<file path="config.mk">
export PLATFORM = sky130hd
export DESIGN_NAME = calendar_to_epoch_seconds_flat
export DESIGN_NICKNAME = d
export VERILOG_FILES = /design/src/rtl/ces_pkg.sv /design/src/rtl/ces_in_if.sv /design/src/rtl/ces_out_if.sv /design/src/rtl/ces_day_count.sv /design/src/rtl/ces_sec_scale.sv /design/src/rtl/calendar_to_epoch_seconds.sv /design/src/flat_wrapper.sv
export SDC_FILE = /design/constraint.sdc
export NUM_CORES = 1
export LEC_CHECK = 0
export BUFFER_PORTS_ARGS = -buffer_cell sky130_fd_sc_hd__buf_2
export CORE_AREA = 5 5 232 234
export CTS_BUF_LIST = sky130_fd_sc_hd__clkbuf_8
export DETAILED_ROUTE_END_ITERATION = 16
export DIE_AREA = 0 0 237 239
export GPL_ROUTABILITY_DRIVEN = 0
export HOLD_SLACK_MARGIN = 0.08
export PLACE_DENSITY = 0.66
export SYNTH_ARGS = -nofsm -noshare
export SYNTH_HDL_FRONTEND = slang
export SYNTH_HIERARCHICAL = 1
export SYNTH_SLANG_ARGS = --single-unit
export TNS_END_PERCENT = 1
</file>
<file path="constraint.sdc">
create_clock -name clk -period 10.9 [get_ports clk]
set_input_delay 1.09 -clock clk [delete_from_list [all_inputs] [get_ports clk]]
set_output_delay 1.09 -clock clk [all_outputs]
set_load 0.02 [all_outputs]
</file>
<file path="src/rtl/ces_pkg.sv">
// ----------------------------------------------------------------------------
// ces_pkg
// Types, constants and the month table shared by the calendar to epoch
// seconds converter.
// ----------------------------------------------------------------------------
package ces_pkg;

	localparam int YEAR_W   = 12;
	localparam int QUOT_W   = 5;
	localparam int PROD_W   = 25;
	localparam int LEAPS_W  = 8;
	localparam int DBM_W    = 9;
	localparam int DAYS_W   = 19;
	localparam int HMS_W    = 17;
	localparam int SEC_W    = 35;

	localparam logic [YEAR_W-1:0] BASE_YEAR  = 12'd1900;
	localparam logic [YEAR_W-1:0] EPOCH_YEAR = 12'd1970;
	localparam logic [9:0]        EPOCH_OFS  = 10'd70;

	// floor(y * 5243 / 2^19) equals floor(y / 100) for every y below 4096.
	localparam logic [12:0] RECIP_100   = 13'd5243;
	localparam int          RECIP_SHIFT = 19;

	// Gregorian leap years in 1..1969.
	localparam logic [10:0] LEAPS_BEFORE_EPOCH = 11'd477;

	localparam logic [3:0] MONTH_FEB  = 4'd1;
	localparam logic [3:0] MONTH_DEC  = 4'd11;

	localparam logic [DAYS_W-1:0] DAYS_PER_YEAR = 19'd365;
	localparam logic [HMS_W-1:0]  SECS_PER_HOUR = 17'd3600;
	localparam logic [HMS_W-1:0]  SECS_PER_MIN  = 17'd60;
	localparam logic [SEC_W-1:0]  SECS_PER_DAY  = 35'd86400;

	typedef struct packed {
		logic [9:0] years_since_1900;
		logic [3:0] month_index;
		logic [4:0] day_of_month;
		logic [4:0] hour_of_day;
		logic [5:0] minute_of_hour;
		logic [5:0] second_of_minute;
	} cal_t;

	typedef struct packed {
		logic              err;
		logic [DAYS_W-1:0] days;
		logic [HMS_W-1:0]  hms;
	} day_t;

	typedef struct packed {
		logic [SEC_W-1:0] epoch_seconds;
		logic             status;
	} res_t;

	function automatic logic [DBM_W-1:0] days_before_month(input logic [3:0] mon);
		logic [DBM_W-1:0] d;
		case (mon)
			4'd0:    d = 9'd0;
			4'd1:    d = 9'd31;
			4'd2:    d = 9'd59;
			4'd3:    d = 9'd90;
			4'd4:    d = 9'd120;
			4'd5:    d = 9'd151;
			4'd6:    d = 9'd181;
			4'd7:    d = 9'd212;
			4'd8:    d = 9'd243;
			4'd9:    d = 9'd273;
			4'd10:   d = 9'd304;
			default: d = 9'd334;
		endcase
		return d;
	endfunction

endpackage

</file>
<file path="src/rtl/ces_in_if.sv">
// ----------------------------------------------------------------------------
// ces_in_if
// Valid/ready channel carrying one broken-down calendar date and time.
// ----------------------------------------------------------------------------
interface ces_in_if;
	logic       valid;
	logic       ready;
	logic [9:0] years_since_1900;
	logic [3:0] month_index;
	logic [4:0] day_of_month;
	logic [4:0] hour_of_day;
	logic [5:0] minute_of_hour;
	logic [5:0] second_of_minute;

	modport source (
		output valid, years_since_1900, month_index, day_of_month,
		       hour_of_day, minute_of_hour, second_of_minute,
		input  ready
	);
	modport sink (
		input  valid, years_since_1900, month_index, day_of_month,
		       hour_of_day, minute_of_hour, second_of_minute,
		output ready
	);
endinterface

</file>
<file path="src/rtl/ces_out_if.sv">
// ----------------------------------------------------------------------------
// ces_out_if
// Valid/ready channel carrying one epoch seconds result and its status.
// ----------------------------------------------------------------------------
interface ces_out_if;
	logic        valid;
	logic        ready;
	logic [34:0] epoch_seconds;
	logic        status;

	modport source (
		output valid, epoch_seconds, status,
		input  ready
	);
	modport sink (
		input  valid, epoch_seconds, status,
		output ready
	);
endinterface

</file>
<file path="src/rtl/ces_day_count.sv">
// ----------------------------------------------------------------------------
// ces_day_count
// Four pipeline stages that turn a calendar date into a day count since the
// epoch (counting from one) and the seconds within the day.
// ----------------------------------------------------------------------------
module ces_day_count (
	input  logic            clk,
	input  logic            arst_n,
	input  logic            in_valid,
	output logic            in_ready,
	input  ces_pkg::cal_t   in_data,
	output logic            out_valid,
	input  logic            out_ready,
	output ces_pkg::day_t   out_data
);

	logic v_s1, v_s2, v_s3, v_s4;
	logic en_s1, en_s2, en_s3, en_s4;

	// Stage 1: year, error flag, month clamp, time of day.
	logic [ces_pkg::YEAR_W-1:0] year_s1;
	logic                       err_s1;
	logic [3:0]                 mon_s1;
	logic [4:0]                 mday_s1;
	logic [ces_pkg::HMS_W-1:0]  hms_s1;

	// Stage 2: quotients by 100 of the year and of the year before.
	logic [ces_pkg::YEAR_W-1:0] year_s2;
	logic                       err_s2;
	logic [3:0]                 mon_s2;
	logic [4:0]                 mday_s2;
	logic [ces_pkg::HMS_W-1:0]  hms_s2;
	logic [ces_pkg::QUOT_W-1:0] qy_s2;
	logic [ces_pkg::QUOT_W-1:0] qp_s2;

	// Stage 3: day terms.
	logic                        err_s3;
	logic [4:0]                  mday_s3;
	logic [ces_pkg::HMS_W-1:0]   hms_s3;
	logic [ces_pkg::LEAPS_W-1:0] leaps_s3;
	logic                        leapday_s3;
	logic [ces_pkg::DAYS_W-1:0]  base_s3;
	logic [ces_pkg::DBM_W-1:0]   dbm_s3;

	// Stage 4: summed day count.
	logic                       err_s4;
	logic [ces_pkg::DAYS_W-1:0] days_s4;
	logic [ces_pkg::HMS_W-1:0]  hms_s4;

	logic [ces_pkg::YEAR_W-1:0] year_c;
	logic [ces_pkg::YEAR_W-1:0] prev_c;
	logic [ces_pkg::PROD_W-1:0] py_c;
	logic [ces_pkg::PROD_W-1:0] pp_c;
	logic [ces_pkg::YEAR_W-1:0] prev_s2_c;
	logic [ces_pkg::YEAR_W-1:0] rem_c;
	logic [10:0]                leaps_c;
	logic                       leap_c;

	assign en_s4    = !v_s4 || out_ready;
	assign en_s3    = !v_s3 || en_s4;
	assign en_s2    = !v_s2 || en_s3;
	assign en_s1    = !v_s1 || en_s2;
	assign in_ready = en_s1;

	assign year_c = 12'(in_data.years_since_1900) + ces_pkg::BASE_YEAR;
	assign prev_c = year_s1 - 12'd1;
	assign py_c   = 25'(year_s1) * 25'(ces_pkg::RECIP_100);
	assign pp_c   = 25'(prev_c) * 25'(ces_pkg::RECIP_100);

	assign prev_s2_c = year_s2 - 12'd1;
	assign rem_c     = year_s2 - 12'(qy_s2) * 12'd100;
	// Divisible by 4, and either not by 100 or also by 400.
	assign leap_c    = (year_s2[1:0] == 2'd0) && ((rem_c != '0) || (qy_s2[1:0] == 2'd0));
	assign leaps_c   = 11'(prev_s2_c[11:2]) - 11'(qp_s2) + 11'(qp_s2[4:2])
	                 - ces_pkg::LEAPS_BEFORE_EPOCH;

	always_ff @(posedge clk or negedge arst_n) begin
		if (!arst_n) begin
			v_s1 <= 1'b0;
			v_s2 <= 1'b0;
			v_s3 <= 1'b0;
			v_s4 <= 1'b0;
		end else begin
			if (en_s1) v_s1 <= in_valid;
			if (en_s2) v_s2 <= v_s1;
			if (en_s3) v_s3 <= v_s2;
			if (en_s4) v_s4 <= v_s3;
		end
	end

	always_ff @(posedge clk) begin
		if (en_s1 && in_valid) begin
			year_s1 <= year_c;
			err_s1  <= in_data.years_since_1900 < ces_pkg::EPOCH_OFS;
			mon_s1  <= (in_data.month_index > ces_pkg::MONTH_DEC) ?
			           ces_pkg::MONTH_DEC : in_data.month_index;
			mday_s1 <= in_data.day_of_month;
			hms_s1  <= 17'(in_data.hour_of_day) * ces_pkg::SECS_PER_HOUR
			         + 17'(in_data.minute_of_hour) * ces_pkg::SECS_PER_MIN
			         + 17'(in_data.second_of_minute);
		end
		if (en_s2 && v_s1) begin
			year_s2 <= year_s1;
			err_s2  <= err_s1;
			mon_s2  <= mon_s1;
			mday_s2 <= mday_s1;
			hms_s2  <= hms_s1;
			qy_s2   <= py_c[ces_pkg::RECIP_SHIFT +: ces_pkg::QUOT_W];
			qp_s2   <= pp_c[ces_pkg::RECIP_SHIFT +: ces_pkg::QUOT_W];
		end
		if (en_s3 && v_s2) begin
			err_s3     <= err_s2;
			mday_s3    <= mday_s2;
			hms_s3     <= hms_s2;
			leaps_s3   <= leaps_c[ces_pkg::LEAPS_W-1:0];
			leapday_s3 <= leap_c && (mon_s2 > ces_pkg::MONTH_FEB);
			base_s3    <= 19'(year_s2 - ces_pkg::EPOCH_YEAR) * ces_pkg::DAYS_PER_YEAR;
			dbm_s3     <= ces_pkg::days_before_month(mon_s2);
		end
		if (en_s4 && v_s3) begin
			err_s4  <= err_s3;
			hms_s4  <= hms_s3;
			days_s4 <= base_s3 + 19'(leaps_s3) + 19'(dbm_s3)
			         + 19'(leapday_s3) + 19'(mday_s3);
		end
	end

	assign out_valid     = v_s4;
	assign out_data.err  = err_s4;
	assign out_data.days = days_s4;
	assign out_data.hms  = hms_s4;

endmodule

</file>
<file path="src/rtl/ces_sec_scale.sv">
// ----------------------------------------------------------------------------
// ces_sec_scale
// Two pipeline stages: scale the day count to seconds, then add the time of
// day and force the error result.
// ----------------------------------------------------------------------------
module ces_sec_scale (
	input  logic            clk,
	input  logic            arst_n,
	input  logic            in_valid,
	output logic            in_ready,
	input  ces_pkg::day_t   in_data,
	output logic            out_valid,
	input  logic            out_ready,
	output ces_pkg::res_t   out_data
);

	logic v_s5, v_s6;
	logic en_s5, en_s6;

	logic                      err_s5;
	logic [ces_pkg::SEC_W-1:0] prod_s5;
	logic [ces_pkg::HMS_W-1:0] hms_s5;

	logic                      err_s6;
	logic [ces_pkg::SEC_W-1:0] total_s6;

	assign en_s6    = !v_s6 || out_ready;
	assign en_s5    = !v_s5 || en_s6;
	assign in_ready = en_s5;

	always_ff @(posedge clk or negedge arst_n) begin
		if (!arst_n) begin
			v_s5 <= 1'b0;
			v_s6 <= 1'b0;
		end else begin
			if (en_s5) v_s5 <= in_valid;
			if (en_s6) v_s6 <= v_s5;
		end
	end

	always_ff @(posedge clk) begin
		if (en_s5 && in_valid) begin
			err_s5  <= in_data.err;
			hms_s5  <= in_data.hms;
			prod_s5 <= 35'(in_data.days) * ces_pkg::SECS_PER_DAY;
		end
		// Days count from one, so one day comes off; day zero wraps modulo 2^35.
		if (en_s6 && v_s5) begin
			err_s6   <= err_s5;
			total_s6 <= err_s5 ? '0 :
			            prod_s5 - ces_pkg::SECS_PER_DAY + 35'(hms_s5);
		end
	end

	assign out_valid              = v_s6;
	assign out_data.epoch_seconds = total_s6;
	assign out_data.status        = err_s6;

endmodule

</file>
<file path="src/rtl/calendar_to_epoch_seconds.sv">
// ----------------------------------------------------------------------------
// calendar_to_epoch_seconds
// Converts a broken-down UTC date and time into seconds since 1970-01-01.
// ----------------------------------------------------------------------------
// One item enters per clock unless the pipeline is full and stalled: four
// stages form the day count (year and month clamp, quotients by 100 through
// reciprocal multiplies, leap and month terms, the day sum) and two scale it
// to seconds and add the time of day. Each stage holds its item on its own
// when the output stalls, so gaps close up and up to six items are in flight.
// Years before 1970 give status 1 and zero seconds. Fields are not range
// checked; a month index above 11 counts as December.
// ----------------------------------------------------------------------------
module calendar_to_epoch_seconds (
	input  logic       clk,
	input  logic       arst_n,
	ces_in_if.sink     cal,
	ces_out_if.source  epoch
);

	localparam int          DEPTH    = 6;
	localparam int          OCC_W    = $clog2(DEPTH + 1);
	localparam logic [OCC_W-1:0] DEPTH_C = OCC_W'(DEPTH);

	ces_pkg::cal_t cal_d;
	ces_pkg::day_t day_d;
	ces_pkg::res_t res_d;
	logic          day_valid;
	logic          day_ready;

	assign cal_d.years_since_1900 = cal.years_since_1900;
	assign cal_d.month_index      = cal.month_index;
	assign cal_d.day_of_month     = cal.day_of_month;
	assign cal_d.hour_of_day      = cal.hour_of_day;
	assign cal_d.minute_of_hour   = cal.minute_of_hour;
	assign cal_d.second_of_minute = cal.second_of_minute;

	ces_day_count u_day_count (
		.clk       (clk),
		.arst_n    (arst_n),
		.in_valid  (cal.valid),
		.in_ready  (cal.ready),
		.in_data   (cal_d),
		.out_valid (day_valid),
		.out_ready (day_ready),
		.out_data  (day_d)
	);

	ces_sec_scale u_sec_scale (
		.clk       (clk),
		.arst_n    (arst_n),
		.in_valid  (day_valid),
		.in_ready  (day_ready),
		.in_data   (day_d),
		.out_valid (epoch.valid),
		.out_ready (epoch.ready),
		.out_data  (res_d)
	);

	assign epoch.epoch_seconds = res_d.epoch_seconds;
	assign epoch.status        = res_d.status;

	// Items in flight, for checking only.
	logic [OCC_W-1:0] occ_q;
	logic             acc_in;
	logic             acc_out;

	assign acc_in  = cal.valid && cal.ready;
	assign acc_out = epoch.valid && epoch.ready;

	always_ff @(posedge clk or negedge arst_n) begin
		if (!arst_n) begin
			occ_q <= '0;
		end else if (acc_in && !acc_out) begin
			occ_q <= occ_q + OCC_W'(1);
		end else if (acc_out && !acc_in) begin
			occ_q <= occ_q - OCC_W'(1);
		end
	end

	a_err_zero: assert property (@(posedge clk) disable iff (!arst_n)
		epoch.valid && epoch.status |-> epoch.epoch_seconds == '0)
		else $error("error result carries nonzero seconds");

	a_occ_bound: assert property (@(posedge clk) disable iff (!arst_n)
		occ_q <= DEPTH_C)
		else $error("more items in flight than pipeline stages");

	a_out_has_item: assert property (@(posedge clk) disable iff (!arst_n)
		epoch.valid |-> occ_q != '0)
		else $error("result shown with no item in flight");

	a_full_stalls: assert property (@(posedge clk) disable iff (!arst_n)
		occ_q == DEPTH_C && !epoch.ready |-> !cal.ready)
		else $error("item taken while pipeline is full and stalled");

endmodule
</file>
<file path="src/flat_wrapper.sv">
// flat-port wrapper written by rule: the top's interface ports become plain ports
module calendar_to_epoch_seconds_flat 
  (clk, arst_n, cal_valid, cal_years_since_1900, cal_month_index, cal_day_of_month, cal_hour_of_day, cal_minute_of_hour, cal_second_of_minute, cal_ready, epoch_valid, epoch_epoch_seconds, epoch_status, epoch_ready);
  ces_in_if cal_i ();
  ces_out_if epoch_i ();
  input  logic clk;
  input  logic arst_n;
  input wire logic [$bits(cal_i.valid)-1:0] cal_valid;
  input wire logic [$bits(cal_i.years_since_1900)-1:0] cal_years_since_1900;
  input wire logic [$bits(cal_i.month_index)-1:0] cal_month_index;
  input wire logic [$bits(cal_i.day_of_month)-1:0] cal_day_of_month;
  input wire logic [$bits(cal_i.hour_of_day)-1:0] cal_hour_of_day;
  input wire logic [$bits(cal_i.minute_of_hour)-1:0] cal_minute_of_hour;
  input wire logic [$bits(cal_i.second_of_minute)-1:0] cal_second_of_minute;
  output wire logic [$bits(cal_i.ready)-1:0] cal_ready;
  output wire logic [$bits(epoch_i.valid)-1:0] epoch_valid;
  output wire logic [$bits(epoch_i.epoch_seconds)-1:0] epoch_epoch_seconds;
  output wire logic [$bits(epoch_i.status)-1:0] epoch_status;
  input wire logic [$bits(epoch_i.ready)-1:0] epoch_ready;
  assign cal_i.valid = cal_valid;
  assign cal_i.years_since_1900 = cal_years_since_1900;
  assign cal_i.month_index = cal_month_index;
  assign cal_i.day_of_month = cal_day_of_month;
  assign cal_i.hour_of_day = cal_hour_of_day;
  assign cal_i.minute_of_hour = cal_minute_of_hour;
  assign cal_i.second_of_minute = cal_second_of_minute;
  assign cal_ready = cal_i.ready;
  assign epoch_valid = epoch_i.valid;
  assign epoch_epoch_seconds = epoch_i.epoch_seconds;
  assign epoch_status = epoch_i.status;
  assign epoch_i.ready = epoch_ready;
  calendar_to_epoch_seconds u_core (.clk(clk), .arst_n(arst_n), .cal(cal_i), .epoch(epoch_i));
endmodule
</file>
==> results of run 1 <==
[metal layers]
layer / vias up / track usage [%] / wire [µm]
met5: - / 0 / 0
met4: 0 / 3.57 / 741
met3: 67 / 2.20 / 1540
met2: 262 / 31.3 / 24300
met1: 7825 / 20.7 / 20400
li1: 7991 / - / -
[registers in the layout, summed over array words and instances, names as in the netlist, 17 cells and up]
register and flops:
u_core/u_day_count/base_s3 19, u_core/u_day_count/days_s4 19, u_core/u_day_count/hms_s1 17, u_core/u_day_count/hms_s2 17, u_core/u_day_count/hms_s3 17, u_core/u_day_count/hms_s4 17, u_core/u_sec_scale/hms_s5 17, u_core/u_sec_scale/prod_s5 28
u_core/u_sec_scale/total_s6 35
[metrics by stage]
| step | hold slack [ns] | cell area (µm²) | setup WS [ns] | utilization (%) |
|---|---|---|---|---|
| 3_5_place_dp | 0.405 | 26600 | 4.15 | 51.3 |
| 4_1_cts | 0.292 | 27600 | 4.14 | 53.2 |
| 6_report | 0.332 | 27600 | 4.17 | 53.2 |
| 3_3_place_gp | 0.401 | 26600 | 4.30 | 51.3 |
| 2_1_floorplan | 0.400 | 25400 | 4.76 | - |
| 5_1_grt | 0.297 | 27600 | 3.75 | 53.2 |
[final cells by class]
| class | count | share of cell area (%) |
|---|---|---|
| flip-flops and latches | 273 | 29.6 |
| well taps | 688 | 3.12 |
| multi-input cells | 1515 | 55.8 |
| clock inverters | 34 | 0.981 |
| inverters | 468 | 6.37 |
| repair buffers | 82 | 1.53 |
| clock buffers | 51 | 2.55 |
| diodes | 1 | 0.00908 |
[cells by family (layout without fill, tap and decap cells)]
| kind of cell | Yosys count | after routing | share of synthesized area (%) |
|---|---|---|---|
| multiplexers | 10 | 10 | 0.433 |
| XOR/XNOR | 161 | 161 | 5.74 |
| adder cells (fa/ha/maj) | 658 | 658 | 38.3 |
| AND/OR/NAND/NOR | 337 | 337 | 6.56 |
| buffers and inverters | 493 | 635 | 7.37 |
| flip-flops | 273 | 273 | 32.2 |
| AO/OA/AOI/OAI | 349 | 349 | 9.42 |
| other | 0 | 1 | 0 |
[layout by cell type (no fill, tap or decap), types with 7 or more instances in the layout]
cell | Yosys | final
o31ai_1 | 7 | 7
buf_2 | 5 | 77
o211ai_1 | 10 | 10
and2_1 | 12 | 8
mux2_2 | 8 | 8
nand2b_1 | 22 | 22
a21oi_1 | 103 | 103
a211oi_1 | 21 | 21
inv_1 | 468 | 477
nor3_1 | 25 | 25
o21bai_1 | 17 | 17
and3_1 | 13 | 13
edfxtp_1 | 267 | 267
nand4_1 | 13 | 13
a31oi_1 | 10 | 10
fa_1 | 200 | 200
nand3_1 | 28 | 28
xor2_1 | 50 | 50
clkbuf_8 | 0 | 51
o21a_1 | 17 | 17
a21o_1 | 38 | 38
nand2_1 | 73 | 73
clkinv_1 | 0 | 10
nor2_1 | 90 | 90
ha_1 | 458 | 458
nor2b_1 | 33 | 32
a21boi_0 | 7 | 7
xnor2_1 | 107 | 107
o21ai_0 | 49 | 49
[critical path: stages (launching register included)]
cell and delay, ns:
edfxtp_1 0.69, inv_1 0.16, ha_1 0.25, a21boi_4 0.20
o2111ai_2 0.17, a21boi_2 0.23, nand2_2 0.11, xnor2_4 0.25
xor2_2 0.25, ha_1 0.32, xor2_1 0.18, ha_1 0.28
inv_1 0.05, fa_1 0.52, inv_1 0.06, fa_1 0.53
inv_1 0.05, fa_1 0.53, inv_1 0.05, ha_1 0.29
o21a_1 0.13, o2111ai_1 0.10, o2bb2ai_1 0.17, a311o_1 0.38
o21ai_0 0.27, a21oi_1 0.12, xnor2_1 0.13
[worst max path at each step]
stage | end | depth (start not counted) | slack (ns) | from
floorplan | u_core/u_day_count/qp_s2[4] | 26 | 4.76 | u_core/u_day_count/year_s1[2]
global placement | u_core/u_day_count/qp_s2[4] | 26 | 4.30 | u_core/u_day_count/year_s1[1]
detailed placement | u_core/u_day_count/qp_s2[4] | 26 | 4.15 | u_core/u_day_count/year_s1[1]
CTS | u_core/u_day_count/qp_s2[4] | 26 | 4.14 | u_core/u_day_count/year_s1[1]
global route | u_core/u_day_count/qp_s2[4] | 26 | 3.75 | u_core/u_day_count/year_s1[1]
finish | u_core/u_day_count/qp_s2[4] | 26 | 4.17 | u_core/u_day_count/year_s1[2]
==> impl_metrics.toml, run 1 <==
[run_status]
status = "complete, no violations"

[clock_network]
clk_pin_slew_ns = 0.06
htree_num_levels = 2
cts-resized-gates = 0
clkLatencyLatePin_ns = 0.60
cts_made_buffers = 46
hold_buffers = 0
cts_sinks = 273
cts_root_buf = "clkbuf_8"
cts_setup_buffers = 0
cts_tree = "built"
clock_path_buffers = 3

[yosys]
seq_area_frac_synth_pct = 32.2
ys_top_cells_by_area = "edfxtp_1 (32%), ha_1 (23%), fa_1 (16%)"
synth_commonest_cells = "inv_1 (468), ha_1 (458), edfxtp_1 (267), fa_1 (200), xnor2_1 (107)"
syn_nets = 2979
synthDominantCellAreaShare_pct = 31.6
synth_cells = 2281
syn_area_um2 = 25400
async_flop_share_pct = 2.20
yosys.area.top_type = "edfxtp_1"
synth_edf_count = 267
synth-warning-count = 6
synth_most_common_cell = "inv_1"
yosysUniqueCellTypes = 87
synth.avg_cell_area_um2 = 11.1
synth-main-ff-cell = "edfxtp_1"
synth_seq_cells = 273

[routing]
detail_route.wl_per_cell_um = 15.1
routed_wirelength_um = 47000
vias = 16100
drt_iter0_markers = 682
routed_via_density = 5.19
drc = 0
dr.pass1.iters = 6
drtAntennaViolNets = 0

[sta]
tns_ns = 0
relSlewSlack_pct = 28.9
finalCriticalPeriod_ns = 6.73
tightestPinTransition_ns = 1.07
fin_crit_sh_pct = 61.8
final_hold_viol_count = 0
rsz0062_at_grt = "false"
skew_ns = 0.0507
fmax_ghz = 0.149
finalSetupViolCount = 0
slew_viol_final = 0

[layout]
instances_no_fill = 3112
layout.area.seq_um2 = 8170
area_growth_pct = 8.49
drive_above_1_share_pct = 7.72
fin_nets = 3084
multiInputGateArea_um2 = 15400
fillers = 4466

[global_route]
antenna_found_initial = 0
grt_util_all_layers_pct = 16.7
grt_max_degree = 61
grt_pass1_vias = 17000
gr-total-overflow = 0
grt_pass1_wl_um = 80100

[hold_path]
min-delay-path-class = "in2async"

[placed_design]
io_buffers = 77
placed_cells = 3026
detailed_place_hpwl_um = 38700

[job]
drv_cap = 0

[floorplanning]
rows = 84
core-area_um2 = 51800
initial_utilization_pct = 49.0
die_y_um = 239
dieArea_um2 = 56600
die_w_um = 237
io_pins = 78

[worst_setup_path]
r2r_setup_slack_ns = 4.17
start_kind = "flop"
crit_type = "reg2reg"
path_max_fanout = 11
r2r_end = "u_core/u_day_count/qp_s2[4]"
endpoint_kind = "flop"
critical_path_required_ns = 11.24
rr_startpoint = "u_core/u_day_count/year_s1[2]"
reg2reg_depth = 26
arrival_ns = 7.07
Power of run 1 is not shown: default switching activity piles up to over one toggle a cycle in this logic, so the estimate is an artifact.
==> inputs of run 2 (changes only) <==
- clock period: 10.9 -> 6.92 ns (I/O delays scaled with it)
==> run 2 against run 1 <==
Effect of this change: final cell count increased by 0.32%; register-to-register slack got worse by 3.7 ns; clock skew increased by 0.0024 ns; global-route usage increased by 0.48 points.
==> impl_metrics.toml, run 2 (synthesis results as in run 1) <==
[global_route]
grt_pass1_vias = 17500
grt_util_all_layers_pct = 17.2
antenna_found_initial = 1
grt_max_degree = 61
gr-total-overflow = 0
grt_pass1_wl_um = 81700

[floorplanning]
die_w_um = 237
dieArea_um2 = 56600
die_y_um = 239
core-area_um2 = 51800
initial_utilization_pct = 49.0
rows = 84
io_pins = 78

[placed_design]
detailed_place_hpwl_um = 39500
io_buffers = 77

[hold_path]
min_path_cells = 1
min-delay-path-class = "in2reg"

[layout]
fin_nets = 3095
area_growth_pct = 8.63
largest_register_ffs = 35
most-common-layout-cells = "inv_1 (486), ha_1 (458), edfxtp_1 (267)"
fillers = 4479
top_register = "u_core/u_sec_scale/total_s6"
top_regs = "u_core/u_sec_scale/total_s6 x35, u_core/u_sec_scale/prod_s5 x28"
layout.area.seq_um2 = 8170
multiInputGateArea_um2 = 15400
drive_above_1_share_pct = 7.85
final_common_cell = "inv_1"

[routing]
detail_route.wl_per_cell_um = 15.4
vias = 16300
routed_via_density = 5.21
drt_iter0_markers = 632
drc = 0
drtAntennaViolNets = 0
dr.pass1.iters = 7
routed_wirelength_um = 48100

[sta]
tightestPinTransition_ns = 1.07
tns_ns = 0
final_hold_viol_count = 0
skew_ns = 0.0532
finalSetupViolCount = 0
fmax_ghz = 0.154
rsz0062_at_grt = "false"
slew_viol_final = 0
relSlewSlack_pct = 28.5
fin_crit_sh_pct = 93.6
finalCriticalPeriod_ns = 6.48

[clock_network]
cts_sinks = 273
htree_num_levels = 2
cts_made_buffers = 49
clk_pin_slew_ns = 0.06
clock_path_buffers = 3
clkLatencyLatePin_ns = 0.64
cts_setup_buffers = 0
cts_tree = "built"
cts_root_buf = "clkbuf_8"

[run_status]
status = "complete, no violations"

[worst_setup_path]
slowest_delay_ns = 0.54
r2r_setup_slack_ns = 0.44
crit_family = "adder cells"
cp_num_buf_inv = 6
critical_path_required_ns = 7.31
cpMostUsedCell = "inv_1"
cp_slowest_cell = "edfxtp_1"
critical_path_depth = 26
endpoint_kind = "flop"
reg2reg_depth = 26
start_kind = "flop"
path_max_fanout = 8
arrival_ns = 6.87
crit_type = "reg2reg"

[job]
drv_cap = 0
-- run 2: worst reg2reg max path: cells and delay by family, from the launching register on --
family | cells | cell delay [ns]
AND/OR/NAND/NOR | 1 | 0.11
AO/OA/AOI/OAI | 8 | 1.61
XOR/XNOR | 4 | 0.84
adder cells (fa/ha/maj) | 7 | 2.70
flip-flops | 1 | 0.54
buffers and inverters | 6 | 0.43
-- run 2: layer usage --
| metal | up-vias | wire length [µm] | global-route usage [%] |
|---|---|---|---|
| met5 | - | 0 | 0 |
| met1 | 7881 | 20700 | 21.2 |
| met2 | 284 | 24500 | 31.1 |
| met4 | 0 | 1330 | 5.49 |
| met3 | 86 | 1620 | 2.65 |
| li1 | 8008 | - | - |
-- run 2: path summary, 6_finish.rpt --
kind                                               start                            end
max                        u_core/u_day_count/year_s1[4]    u_core/u_day_count/qp_s2[4]
min                                  cal_day_of_month[3]  u_core/u_day_count/mday_s1[3]
max reg2reg                u_core/u_day_count/year_s1[4]    u_core/u_day_count/qp_s2[4]
min reg2reg                 u_core/u_day_count/hms_s2[0]   u_core/u_day_count/hms_s3[0]
max in group asynchronous                         arst_n        u_core/u_day_count/v_s1
min in group asynchronous                         arst_n        u_core/u_sec_scale/v_s5
-- run 2: per-stage QoR --
stage	util (%)	hold WS (ns)	worst slack, ns	std cells	instance area (µm²)
after floorplan	-	0.396	0.777	2281	25400
after global placement	51.4	0.400	0.628	3033	26600
after detailed placement	51.4	0.405	0.464	3033	26600
after CTS	53.3	0.170	0.459	3121	27600
after global routing	53.3	0.193	0.111	3122	27600
final	53.3	0.236	0.440	3122	27600
-- run 2: repair_timing --
item / 4_1_cts / 5_1_grt
hold buffers: 1 / 0
gates resized for setup: 0 / 0
hold endpoints to repair: 6 / 0
-- run 2: cell type report --
cell class / count / share of cell area (%)
multi-input combinational: 1515 / 55.7
sequential: 273 / 29.6
inverter: 468 / 6.37
tap: 688 / 3.12
clock buffer: 54 / 2.69
timing repair buffer: 90 / 1.76
clock inverter: 33 / 0.739
antenna: 1 / 0.00907
Power of run 2 is left out for the same reason.
